## src/rtl/core/waypoint_heading_distance_assert.svh

```systemverilog
// Assertion macros shared by the pose tracker RTL.
`ifndef WAYPOINT_HEADING_DISTANCE_ASSERT_SVH
`define WAYPOINT_HEADING_DISTANCE_ASSERT_SVH

// Same-cycle implication, disabled while reset is held.
`define WHD_ASSERT_SAME(lbl, clk, rstn, ante, cons, msg) \
    lbl: assert property (@(posedge clk) disable iff (!rstn) (ante) |-> (cons)) \
        else $error(msg);

// Next-cycle implication, disabled while reset is held.
`define WHD_ASSERT_NEXT(lbl, clk, rstn, ante, cons, msg) \
    lbl: assert property (@(posedge clk) disable iff (!rstn) (ante) |=> (cons)) \
        else $error(msg);

`endif

```

## src/rtl/core/whd_pkg.sv

```systemverilog
package whd_pkg;

    // Number of CORDIC vectoring iterations and the size of the arctangent table.
    localparam int CORDIC_STEPS = 16;
    localparam int ATAN_ENTRIES = 24;
    localparam int STEPS_USED   = (CORDIC_STEPS < ATAN_ENTRIES) ? CORDIC_STEPS : ATAN_ENTRIES;
    localparam int STEP_W       = $clog2(ATAN_ENTRIES);

    // Datapath widths: 17-bit offsets, 36-bit CORDIC vector, 32-bit angle.
    localparam int OFS_W    = 17;
    localparam int VEC_W    = 36;
    localparam int ANGLE_W  = 32;
    localparam int RAD_W    = 2 * OFS_W;
    localparam int ROOT_W   = OFS_W;
    localparam int REM_W    = ROOT_W + 3;
    localparam int SQRT_STEPS = RAD_W / 2;
    localparam int SQRT_CNT_W = $clog2(SQRT_STEPS);

    // atan(2^-i) as a fraction of a turn, 2^32 equals one turn.
    localparam logic [ANGLE_W-1:0] ATAN_TURNS [ATAN_ENTRIES] = '{
        32'd536870912, 32'd316933406, 32'd167458907, 32'd85004756,
        32'd42667331,  32'd21354465,  32'd10679838,  32'd5340245,
        32'd2670163,   32'd1335087,   32'd667544,    32'd333772,
        32'd166886,    32'd83443,     32'd41722,     32'd20861,
        32'd10430,     32'd5215,      32'd2608,      32'd1304,
        32'd652,       32'd326,       32'd163,       32'd81
    };

    // Operation codes of an input word.
    localparam logic OP_SET_POS = 1'b0;
    localparam logic OP_MOVE    = 1'b1;

    typedef struct packed {
        logic              op;
        logic signed [15:0] target_x;
        logic signed [15:0] target_y;
    } whd_item_t;

    typedef struct packed {
        logic        [15:0] distance;
        logic        [15:0] heading;
        logic signed [15:0] heading_change;
    } whd_result_t;

    // Status of an iterative arithmetic unit.
    typedef struct packed {
        logic busy;
        logic done;
    } whd_unit_status_t;

endpackage

```

## src/rtl/core/whd_cordic.sv

```systemverilog
module whd_cordic (
    input  logic                              aclk,
    input  logic                              aresetn,
    input  logic                              start,
    input  logic signed [whd_pkg::OFS_W-1:0]  dx,
    input  logic signed [whd_pkg::OFS_W-1:0]  dy,
    output whd_pkg::whd_unit_status_t         status,
    output logic        [15:0]                heading
);
    import whd_pkg::*;

    logic signed [VEC_W-1:0]   x_reg, x_next;
    logic signed [VEC_W-1:0]   y_reg, y_next;
    logic        [ANGLE_W-1:0] z_reg, z_next;
    logic        [STEP_W-1:0]  step_reg, step_next;
    logic                      busy_reg, busy_next;
    logic                      done_reg, done_next;

    logic signed [VEC_W-1:0]   dx_ext, dy_ext;
    logic signed [VEC_W-1:0]   x_shift, y_shift;
    logic        [ANGLE_W-1:0] z_round;

    // Offsets scaled by 2^16; a left half-plane vector is turned by half a turn first.
    assign dx_ext = VEC_W'(dx) <<< 16;
    assign dy_ext = VEC_W'(dy) <<< 16;

    assign x_shift = x_reg >>> step_reg;
    assign y_shift = y_reg >>> step_reg;

    // One micro-rotation per cycle toward the x axis.
    always_comb begin
        x_next    = x_reg;
        y_next    = y_reg;
        z_next    = z_reg;
        step_next = step_reg;
        busy_next = busy_reg;
        done_next = done_reg;
        if (start) begin
            x_next    = dx[OFS_W-1] ? -dx_ext : dx_ext;
            y_next    = dx[OFS_W-1] ? -dy_ext : dy_ext;
            z_next    = dx[OFS_W-1] ? {1'b1, {(ANGLE_W-1){1'b0}}} : '0;
            step_next = '0;
            busy_next = 1'b1;
            done_next = 1'b0;
        end else if (busy_reg) begin
            if (!y_reg[VEC_W-1]) begin
                x_next = x_reg + y_shift;
                y_next = y_reg - x_shift;
                z_next = z_reg + ATAN_TURNS[step_reg];
            end else begin
                x_next = x_reg - y_shift;
                y_next = y_reg + x_shift;
                z_next = z_reg - ATAN_TURNS[step_reg];
            end
            step_next = step_reg + 1'b1;
            if (step_reg == STEP_W'(STEPS_USED - 1)) begin
                busy_next = 1'b0;
                done_next = 1'b1;
            end
        end
    end

    always_ff @(posedge aclk) begin
        if (!aresetn) begin
            busy_reg <= 1'b0;
            done_reg <= 1'b0;
            step_reg <= '0;
        end else begin
            busy_reg <= busy_next;
            done_reg <= done_next;
            step_reg <= step_next;
        end
    end

    always_ff @(posedge aclk) begin
        x_reg <= x_next;
        y_reg <= y_next;
        z_reg <= z_next;
    end

    // Round the 32-bit angle to 16 bits, nearest.
    assign z_round     = z_reg + ANGLE_W'(32'h8000);
    assign heading     = z_round[ANGLE_W-1 -: 16];
    assign status.busy = busy_reg;
    assign status.done = done_reg;

endmodule

```

## src/rtl/core/whd_isqrt.sv

```systemverilog
module whd_isqrt (
    input  logic                               aclk,
    input  logic                               aresetn,
    input  logic                               start,
    input  logic        [whd_pkg::RAD_W-1:0]   radicand,
    output whd_pkg::whd_unit_status_t          status,
    output logic        [whd_pkg::ROOT_W-1:0]  root
);
    import whd_pkg::*;

    logic [RAD_W-1:0]      n_reg, n_next;
    logic [REM_W-1:0]      rem_reg, rem_next;
    logic [ROOT_W-1:0]     root_reg, root_next;
    logic [SQRT_CNT_W-1:0] cnt_reg, cnt_next;
    logic                  busy_reg, busy_next;
    logic                  round_reg, round_next;
    logic                  done_reg, done_next;

    logic [REM_W-1:0]      rem_shift;
    logic [REM_W-1:0]      trial;

    // Bring down the next two radicand bits and try the next root bit.
    assign rem_shift = {rem_reg[REM_W-3:0], n_reg[RAD_W-1 -: 2]};
    assign trial     = REM_W'({root_reg, 2'b01});

    // Restoring square root, one root bit per cycle, then round to nearest.
    always_comb begin
        n_next     = n_reg;
        rem_next   = rem_reg;
        root_next  = root_reg;
        cnt_next   = cnt_reg;
        busy_next  = busy_reg;
        round_next = round_reg;
        done_next  = done_reg;
        if (start) begin
            n_next     = radicand;
            rem_next   = '0;
            root_next  = '0;
            cnt_next   = '0;
            busy_next  = 1'b1;
            round_next = 1'b0;
            done_next  = 1'b0;
        end else if (round_reg) begin
            // The remainder exceeds the root exactly when the true root is past the half.
            if (rem_reg > REM_W'(root_reg)) begin
                root_next = root_reg + 1'b1;
            end
            round_next = 1'b0;
            done_next  = 1'b1;
        end else if (busy_reg) begin
            n_next = n_reg << 2;
            if (rem_shift >= trial) begin
                rem_next  = rem_shift - trial;
                root_next = {root_reg[ROOT_W-2:0], 1'b1};
            end else begin
                rem_next  = rem_shift;
                root_next = {root_reg[ROOT_W-2:0], 1'b0};
            end
            cnt_next = cnt_reg + 1'b1;
            if (cnt_reg == SQRT_CNT_W'(SQRT_STEPS - 1)) begin
                busy_next  = 1'b0;
                round_next = 1'b1;
            end
        end
    end

    always_ff @(posedge aclk) begin
        if (!aresetn) begin
            busy_reg  <= 1'b0;
            round_reg <= 1'b0;
            done_reg  <= 1'b0;
            cnt_reg   <= '0;
        end else begin
            busy_reg  <= busy_next;
            round_reg <= round_next;
            done_reg  <= done_next;
            cnt_reg   <= cnt_next;
        end
    end

    always_ff @(posedge aclk) begin
        n_reg    <= n_next;
        rem_reg  <= rem_next;
        root_reg <= root_next;
    end

    assign root        = root_reg;
    assign status.busy = busy_reg | round_reg;
    assign status.done = done_reg;

endmodule

```

## src/rtl/core/waypoint_heading_distance.sv

```systemverilog
// Pose tracker. Each input word either loads the stored position (op 0) or gives a
// target point (op 1); every word yields one result word with the distance to the
// target, the absolute heading of the offset (65536 = one turn) and the signed change
// from the stored heading, after which the target and new heading are stored. A
// set-position word, or a move with zero offset, goes straight to the finish state
// without the arithmetic units. For any other move, one shared multiplier squares
// dx and then dy, then a 17-step restoring square root plus a rounding step sets the
// length, while a 16-iteration CORDIC vectoring unit finds the heading alongside it.
// s_ready is high only between words; a finished result waits in the output register
// while the next word is taken in.
`include "waypoint_heading_distance_assert.svh"

module waypoint_heading_distance (
    input  logic                  aclk,
    input  logic                  aresetn,
    input  logic                  s_valid,
    output logic                  s_ready,
    input  whd_pkg::whd_item_t    s_data,
    output logic                  m_valid,
    input  logic                  m_ready,
    output whd_pkg::whd_result_t  m_data
);
    import whd_pkg::*;

    localparam logic [2:0] ST_IDLE = 3'd0;
    localparam logic [2:0] ST_SQX  = 3'd1;
    localparam logic [2:0] ST_SQY  = 3'd2;
    localparam logic [2:0] ST_ROOT = 3'd3;
    localparam logic [2:0] ST_WAIT = 3'd4;
    localparam logic [2:0] ST_FIN  = 3'd5;

    logic [2:0]               state_reg, state_next;
    logic [15:0]              pos_x_reg, pos_y_reg;
    logic [15:0]              pose_heading_reg;
    logic signed [OFS_W-1:0]  dx_reg, dy_reg;
    logic                     skip_reg;
    logic [RAD_W-1:0]         sqx_reg, sqy_reg;
    logic                     m_valid_reg;
    whd_result_t              m_data_reg;

    logic                     s_fire;
    logic                     out_free;
    logic                     fin_load;
    logic signed [OFS_W-1:0]  dx_next, dy_next;
    logic signed [OFS_W-1:0]  mult_op;
    logic signed [RAD_W-1:0]  product;
    logic [RAD_W-1:0]         radicand;
    whd_result_t              result;

    whd_unit_status_t         cordic_st, sqrt_st;
    logic [15:0]              cordic_heading;
    logic [ROOT_W-1:0]        sqrt_root;

    assign s_ready  = (state_reg == ST_IDLE);
    assign s_fire   = s_valid && s_ready;
    assign out_free = !m_valid_reg || m_ready;
    assign fin_load = (state_reg == ST_FIN) && out_free;

    // Offset from the stored position, 17 bits so it cannot overflow.
    assign dx_next = OFS_W'(s_data.target_x) - OFS_W'($signed(pos_x_reg));
    assign dy_next = OFS_W'(s_data.target_y) - OFS_W'($signed(pos_y_reg));

    // Shared multiplier: squares dx, then dy.
    assign mult_op  = (state_reg == ST_SQX) ? dx_reg : dy_reg;
    assign product  = RAD_W'(mult_op * mult_op);
    assign radicand = sqx_reg + sqy_reg;

    whd_cordic u_cordic (
        .aclk    (aclk),
        .aresetn (aresetn),
        .start   (state_reg == ST_SQX),
        .dx      (dx_reg),
        .dy      (dy_reg),
        .status  (cordic_st),
        .heading (cordic_heading)
    );

    whd_isqrt u_isqrt (
        .aclk     (aclk),
        .aresetn  (aresetn),
        .start    (state_reg == ST_ROOT),
        .radicand (radicand),
        .status   (sqrt_st),
        .root     (sqrt_root)
    );

    // Sequencer.
    always_comb begin
        state_next = state_reg;
        unique case (state_reg)
            ST_IDLE: begin
                if (s_fire) begin
                    if (s_data.op == OP_SET_POS || (dx_next == '0 && dy_next == '0)) begin
                        state_next = ST_FIN;
                    end else begin
                        state_next = ST_SQX;
                    end
                end
            end
            ST_SQX:  state_next = ST_SQY;
            ST_SQY:  state_next = ST_ROOT;
            ST_ROOT: state_next = ST_WAIT;
            ST_WAIT: begin
                if (cordic_st.done && sqrt_st.done) begin
                    state_next = ST_FIN;
                end
            end
            ST_FIN: begin
                if (out_free) begin
                    state_next = ST_IDLE;
                end
            end
            default: state_next = ST_IDLE;
        endcase
    end

    // Result word: saturated distance, rounded heading and wrapped heading change.
    always_comb begin
        if (skip_reg) begin
            result.distance       = '0;
            result.heading        = pose_heading_reg;
            result.heading_change = '0;
        end else begin
            result.distance       = (sqrt_root > ROOT_W'(16'hFFFF)) ? 16'hFFFF
                                                                   : sqrt_root[15:0];
            result.heading        = cordic_heading;
            result.heading_change = $signed(cordic_heading - pose_heading_reg);
        end
    end

    // Control state and pose.
    always_ff @(posedge aclk) begin
        if (!aresetn) begin
            state_reg        <= ST_IDLE;
            m_valid_reg      <= 1'b0;
            pos_x_reg        <= '0;
            pos_y_reg        <= '0;
            pose_heading_reg <= '0;
        end else begin
            state_reg <= state_next;
            if (s_fire) begin
                pos_x_reg <= s_data.target_x;
                pos_y_reg <= s_data.target_y;
            end
            if (fin_load) begin
                pose_heading_reg <= result.heading;
                m_valid_reg      <= 1'b1;
            end else if (m_ready) begin
                m_valid_reg <= 1'b0;
            end
        end
    end

    // Payload registers.
    always_ff @(posedge aclk) begin
        if (s_fire) begin
            dx_reg   <= dx_next;
            dy_reg   <= dy_next;
            skip_reg <= (s_data.op == OP_SET_POS) || (dx_next == '0 && dy_next == '0);
        end
        if (state_reg == ST_SQX) begin
            sqx_reg <= product;
        end
        if (state_reg == ST_SQY) begin
            sqy_reg <= product;
        end
        if (fin_load) begin
            m_data_reg <= result;
        end
    end

    assign m_valid = m_valid_reg;
    assign m_data  = m_data_reg;

    `WHD_ASSERT_NEXT(a_accept_leaves_idle, aclk, aresetn, s_fire, state_reg != ST_IDLE, "accepted word did not start the sequencer")
    `WHD_ASSERT_SAME(a_wait_units_active, aclk, aresetn, state_reg == ST_WAIT, (cordic_st.busy || cordic_st.done) && (sqrt_st.busy || sqrt_st.done), "waiting on an arithmetic unit that was never started")
    `WHD_ASSERT_NEXT(a_fin_delivers, aclk, aresetn, fin_load, m_valid_reg && state_reg == ST_IDLE, "finished word not placed in the output register")
    `WHD_ASSERT_SAME(a_skip_no_units, aclk, aresetn, state_reg == ST_FIN && skip_reg, !cordic_st.busy && !sqrt_st.busy, "arithmetic unit busy on a word that needs none")

endmodule
```

## config.mk

```make
export PLATFORM = sky130hd
export DESIGN_NAME = waypoint_heading_distance
export DESIGN_NICKNAME = d
export VERILOG_FILES = /design/src/rtl/core/whd_pkg.sv /design/src/rtl/core/whd_cordic.sv /design/src/rtl/core/whd_isqrt.sv /design/src/rtl/core/waypoint_heading_distance.sv
export VERILOG_INCLUDE_DIRS = /design/src /design/src/rtl/core
export SDC_FILE = /design/constraint.sdc
export NUM_CORES = 2
export LEC_CHECK = 0
export ABC_CLOCK_PERIOD_IN_PS = 10600
export BUFFER_PORTS_ARGS = -buffer_cell sky130_fd_sc_hd__buf_4
export CORE_MARGIN = 2
export CORE_UTILIZATION = 55
export CTS_BUF_LIST = sky130_fd_sc_hd__clkbuf_8 sky130_fd_sc_hd__clkbuf_16
export DETAILED_ROUTE_END_ITERATION = 10
export PLACE_DENSITY = 0.78
export REMOVE_ABC_BUFFERS = 1
export SYNTH_ARGS = -nofsm -noshare
export SYNTH_HDL_FRONTEND = slang
export SYNTH_SLANG_ARGS = --single-unit
```

## constraint.sdc

```tcl
create_clock -name aclk -period 10.6 [get_ports aclk]
set_input_delay 2.12 -clock aclk [delete_from_list [all_inputs] [get_ports aclk]]
set_output_delay 2.12 -clock aclk [all_outputs]
set_load 0.1 [all_outputs]
```

== Word level (Yosys, flattened, before mapping) ==
Memories as Yosys holds them, arrays and structs flattened.
Cells that the tools add are included.

* Memories kept: 1
* Register bits after elaboration: 393
* Bits in read-only memories: 1024
* Input bits: 37
* Output and inout bits: 50

{| class="wikitable"
|+ Memory list
! memory !! depth !! width !! rd ports !! clocked after memory_dff !! write ports !! line !! text
|-
| (name not given) || 32 || 32 || 1 || 0 || 0 || whd_cordic.sv:49 || <nowiki>z_next = z_reg + ATAN_TURNS[step_reg];</nowiki>
|}

* Shift operators: 2
* Order comparisons: 4
* Multipliers: 1
* Multiplexer cells: 40
* Add/sub/neg operators: 17
* Equal/unequal tests: 12
* Reduce and logical (&&, ||, !) cells: 22
* Bitwise logic cells: 5

{| class="wikitable"
|+ Operators with widths
! cell !! count
|-
| $mux W36 || 8
|-
| $mux W32 || 7
|-
| $mux W34 || 3
|-
| $add A36 B36 Y36 || 2
|-
| $neg A33 Y36 || 2
|-
| $sshr A36 B5 Y36 || 2
|-
| $sub A36 B36 Y36 || 2
|-
| $mux W17 || 4
|-
| $add A34 B34 Y34 || 1
|-
| $logic_not A17 Y1 || 2
|-
| $mul A17 B17 Y34 || 1
|-
| $sub A16 B16 Y17 || 2
|-
| $add A32 B16 Y32 const B || 1
|-
| $add A32 B32 Y32 || 1
|-
| $sub A32 B32 Y32 || 1
|-
| $ge A20 B19 Y1 || 1
|-
| $gt A20 B17 Y1 || 1
|-
| $mux W20 || 1
|-
| $sub A20 B19 Y20 || 1
|-
| $pmux W3 S6 || 1
|-
| $add A17 B1 Y17 const B || 1
|-
| $gt A17 B16 Y1 const B || 1
|-
| $mux W16 || 1
|-
| $sub A16 B16 Y16 || 1
|-
| 22 further kinds || 55
|}

== Logic depth before layout (Yosys ltp) ==
* Depth in word-level cells: 8
* Gate-level depth with buffers: 33

== Cells and area by module ==
From an unflattened synthesis, not the netlist that was laid out.

* Cells, all modules: 4794
* Area, all modules: 43422.9 um^2

{| class="wikitable"
|+ Modules (own cells, without submodules)
! module !! sequential area each (um^2) !! area each (um^2) !! instances !! cells each
|-
| waypoint_heading_distance || 5515.3 || 20870.0 || 1 || 2153
|-
| whd_cordic || 3263.1 || 17735.8 || 1 || 2125
|-
| whd_isqrt || 1921.8 || 4817.1 || 1 || 516
|}

== Worst setup path before layout ==
OpenSTA, ideal clock, no wires.

* Path kind: register to register
* Start: register state_reg[1]
* End: register sqx_reg[32], data pin
* Clock period less this slack: 8.194 ns
* Setup time: 0.262 ns
* Stages on the path, launching flop included: 32
* Path buffers: 4
* Required time: 10.338 ns
* Path slack: 2.406 ns
* Arrival time: 7.932 ns
* Cell sequence: dfxtp_1 > clkbuf_1 > or3b_2 > clkbuf_1 > clkinv_1 > buf_1 > mux2i_1 > clkbuf_1 > clkinv_1 > nand2_1 > inv_1 > fa_1 > inv_1 > fa_1 > inv_1 > fa_1 > fa_1 > fa_1 > inv_1 > fa_1 > inv_1 > ha_1 > a21oi_1 > o21ai_0 > a21oi_1 > o21ai_0 > o41ai_1 > o21ai_0 > o41ai_1 > o2111ai_1 > a21oi_1 > xnor2_1

* Word-level cells in the longest chain between the ends: 3

{| class="wikitable"
|+ Ends and longest elaborated chain
! element !! line !! text
|-
| start, declared || waypoint_heading_distance.sv:32 || <nowiki>logic [2:0] state_reg, state_next;</nowiki>
|-
| start signal, assigned || waypoint_heading_distance.sv:140 || <nowiki>state_reg <= state_next;</nowiki>
|-
| $eq A3 B1 Y1 || waypoint_heading_distance.sv:64 || <nowiki>assign mult_op = (state_reg == ST_SQX) ? dx_reg : dy_reg;</nowiki>
|-
| $mux W17 || waypoint_heading_distance.sv:64 ||
|-
| $mul A17 B17 Y34 || waypoint_heading_distance.sv:65 || <nowiki>assign product = RAD_W'(mult_op * mult_op);</nowiki>
|-
| named net product[32] || waypoint_heading_distance.sv:46 || <nowiki>logic signed [RAD_W-1:0] product;</nowiki>
|-
| end signal, assigned || waypoint_heading_distance.sv:162 || <nowiki>sqx_reg <= product;</nowiki>
|-
| end, declared || waypoint_heading_distance.sv:37 || <nowiki>logic [RAD_W-1:0] sqx_reg, sqy_reg;</nowiki>
|}

The timed path passes the listed nets, and every way through them passes these cells.
A chain may end at the register's enable or synchronous reset.

== Worst setup path after layout ==
* Start: register state_reg[0]
* End: register sqx_reg[32], data pin

The elaborated chain is that of the path after synthesis.

==> flow_summary.json <==
{
  "final_common_cell": "inv_1",
  "synth_ff_type": "edfxtp_1",
  "nFillCells": 6459,
  "h-tree-depth": 2,
  "cts_tree": "built",
  "max_stage_delay_ns": 0.75,
  "yosysWarnings": 0,
  "hold_ws_ns": 0.462,
  "root_buffer": "clkbuf_16",
  "tightest_slew_ns": 1.23,
  "antenna_found_initial": 1,
  "ctsResizeCount": 0,
  "ys_async_sr_fraction_pct": 0,
  "critPathSlowestCell": "or3b_2",
  "min_path_type": "reg2reg",
  "synth_edf_count": 287,
  "port_buffers": 86,
  "clkLatencyLatePin_ns": 0.63,
  "end_kind": "flip-flop",
  "synth_top_cell_area_share_pct": 20.4,
  "final_cell_mix": "497 x inv_1, 443 x nand2_1, 438 x nor2_1",
  "cp_max_fo": 34,
  "grt_first_pass_wirelength_um": 178000,
  "clockBufferDepth": 3,
  "outcome": "finished, final reports clean",
  "synth_cell_type_count": 92,
  "wl_um": 111000,
  "cts_setup_buffers": 0,
  "fmax_mhz": 110,
  "syn2layout_area_growth_pct": 7.25,
  "setup_violations": 0,
  "rsz0062_at_grt": "false",
  "grt_overflow": 0,
  "startpoint_type": "flip-flop",
  "wire_per_inst_um": 19.5,
  "clkTransAtPathRegs_ns": 0.06,
  "first_global_vias": 33000,
  "finalMaxSlewViolations": 0,
  "first_pass_iters": 9,
  "drtAntennaViolNets": 0,
  "die_area_sq_um": 79000,
  "largest_register_ffs": 48,
  "gp_congestion": 1.06,
  "cp.arrival_ns": 9.46,
  "vias": 34900,
  "finalHoldViolCount": 0,
  "slew_headroom_pct": 17.7,
  "ys_ff_latch": 391,
  "syn_area_per_cell_sq_um": 9.08,
  "grt_max_degree": 85,
  "nets": 5247,
  "fin_crit_ns": 9.13,
  "synth.largest_area_cell": "edfxtp_1",
  "maxCapViolations": 0,
  "initial_core_util_pct": 55.6,
  "syn_inst": 4655,
  "drive_above_1_share_pct": 8.31,
  "drc": 0,
  "die_x_um": 281,
  "core_area_sq_um": 75900,
  "hpwl_um": 83400,
  "io_pins": 87,
  "dp_slack_ns": 1.61,
  "grt_usage_pct": 28.1,
  "fin_crit_sh_pct": 86.1,
  "synth_area_sq_um": 42200,
  "path_class": "reg2reg",
  "synth.area.top_cells": "edfxtp_1 20%, fa_1 13%, ha_1 9.1%, dfxtp_1 4.9%, xnor2_1 4.8%",
  "clock_skew_ns": 0.0405,
  "fin_ws_ns": 1.47,
  "via_per_inst": 6.12,
  "drt-initial-drc-count": 3671,
  "seq_area_frac_synth_pct": 25.3,
  "numCtsBuffers": 47,
  "cp.required_ns": 10.93,
  "rows": 101,
  "cts_hold_buf": 0,
  "cts_num_sinks": 391,
  "die_h_um": 281
}
## Yosys cell counts, drive strengths merged (10+ instances only)
cell and number:
and3 41, buf 86, nor4 18, a211o 11, nand2 443, a22o 10
a211oi 41, mux2i 88, a21o 73, fa 272, xnor2 230, o21a 45
nand2b 45, or3 30, o211ai 29, o21ai 243, and4 11, dfxtp 104
edfxtp 287, a21oi 293, nor3b 16, nor3 70, nor2 439, nor2b 57
a31oi 49, inv 493, mux4 90, o21bai 26, and2 39, nand4 28
a22oi 19, o22ai 19, xor2 113, a21boi 49, o31ai 39, or2 14
ha 307, clkinv 10, o41ai 11, nand3 70, clkbuf 116, mux2 46
## worst paths after layout
| path | from | to | slack, ns | cells after the start |
|---|---|---|---|---|
| worst min register to register | pos_y_reg[9]$_SDFFE_PN0P_ | pos_y_reg[9]$_SDFFE_PN0P_ | 0.46 | 2 |
| worst max-delay path | state_reg[0]$_SDFFE_PN0P_ | sqx_reg[32]$_DFFE_PP_ | 1.47 | 29 |
| worst min-delay path | pos_y_reg[9]$_SDFFE_PN0P_ | pos_y_reg[9]$_SDFFE_PN0P_ | 0.46 | 2 |
| worst max register to register | state_reg[0]$_SDFFE_PN0P_ | sqx_reg[32]$_DFFE_PP_ | 1.47 | 29 |
## critical path: cells and delay by family (launching register included)
kind | cells | cell delay (ns)
AO/OA/AOI/OAI | 9 | 2.20
flip-flops | 1 | 0.52
XOR/XNOR | 1 | 0.11
buffers and inverters | 8 | 1.27
adder cells (fa/ha/maj) | 7 | 3.21
AND/OR/NAND/NOR | 4 | 1.52
## metrics by stage
stage,util (%),instances,TNS [ns],area [sq um]
2_1_floorplan,-,4453,-14.05,41300
3_3_place_gp,57.4,5612,0,43600
3_5_place_dp,57.4,5612,0,43600
4_1_cts,59.6,5700,0,45300
5_1_grt,59.6,5700,0,45300
6_report,59.7,5702,0,45300
## layout make-up
| cell class | instances | area, sq um | area share, % |
|---|---|---|---|
| multi-input cells | 3559 | 28800 | 63.5 |
| well taps | 1030 | 1290 | 2.84 |
| flip-flops and latches | 391 | 10700 | 23.6 |
| clock inverters | 40 | 498 | 1.10 |
| repair buffers | 129 | 968 | 2.14 |
| diodes | 2 | 5.00 | 0.0110 |
| inverters | 503 | 1890 | 4.17 |
| clock buffers | 48 | 1190 | 2.63 |
## logic make-up (layout without fill, tap and decap cells)
logic type | after synthesis | after routing | share of synthesized area, %
simple gates | 1344 | 1344 | 14.6
xor+xnor | 343 | 343 | 7.11
compound gates | 1069 | 1069 | 16.2
buf+inv | 705 | 720 | 6.66
flops | 391 | 391 | 25.3
other cells | 0 | 2 | 0
fa+ha+maj | 579 | 579 | 22.0
mux | 224 | 224 | 8.15
## layer usage
layer | wire length [um] | track usage (%) | vias up | share of wire, %
li1 | - | - | 16300 | -
met1 | 46200 | 38.5 | 16700 | 41
met2 | 50700 | 44.6 | 1604 | 45
met3 | 10000 | 4.85 | 313 | 9.0
met4 | 4480 | 10.5 | 0 | 4.0
met5 | 0 | 0 | - | 0
Power is left out: the tool's default activity adds up to more than one toggle a clock period on the data nets, which glitch-free logic cannot reach.
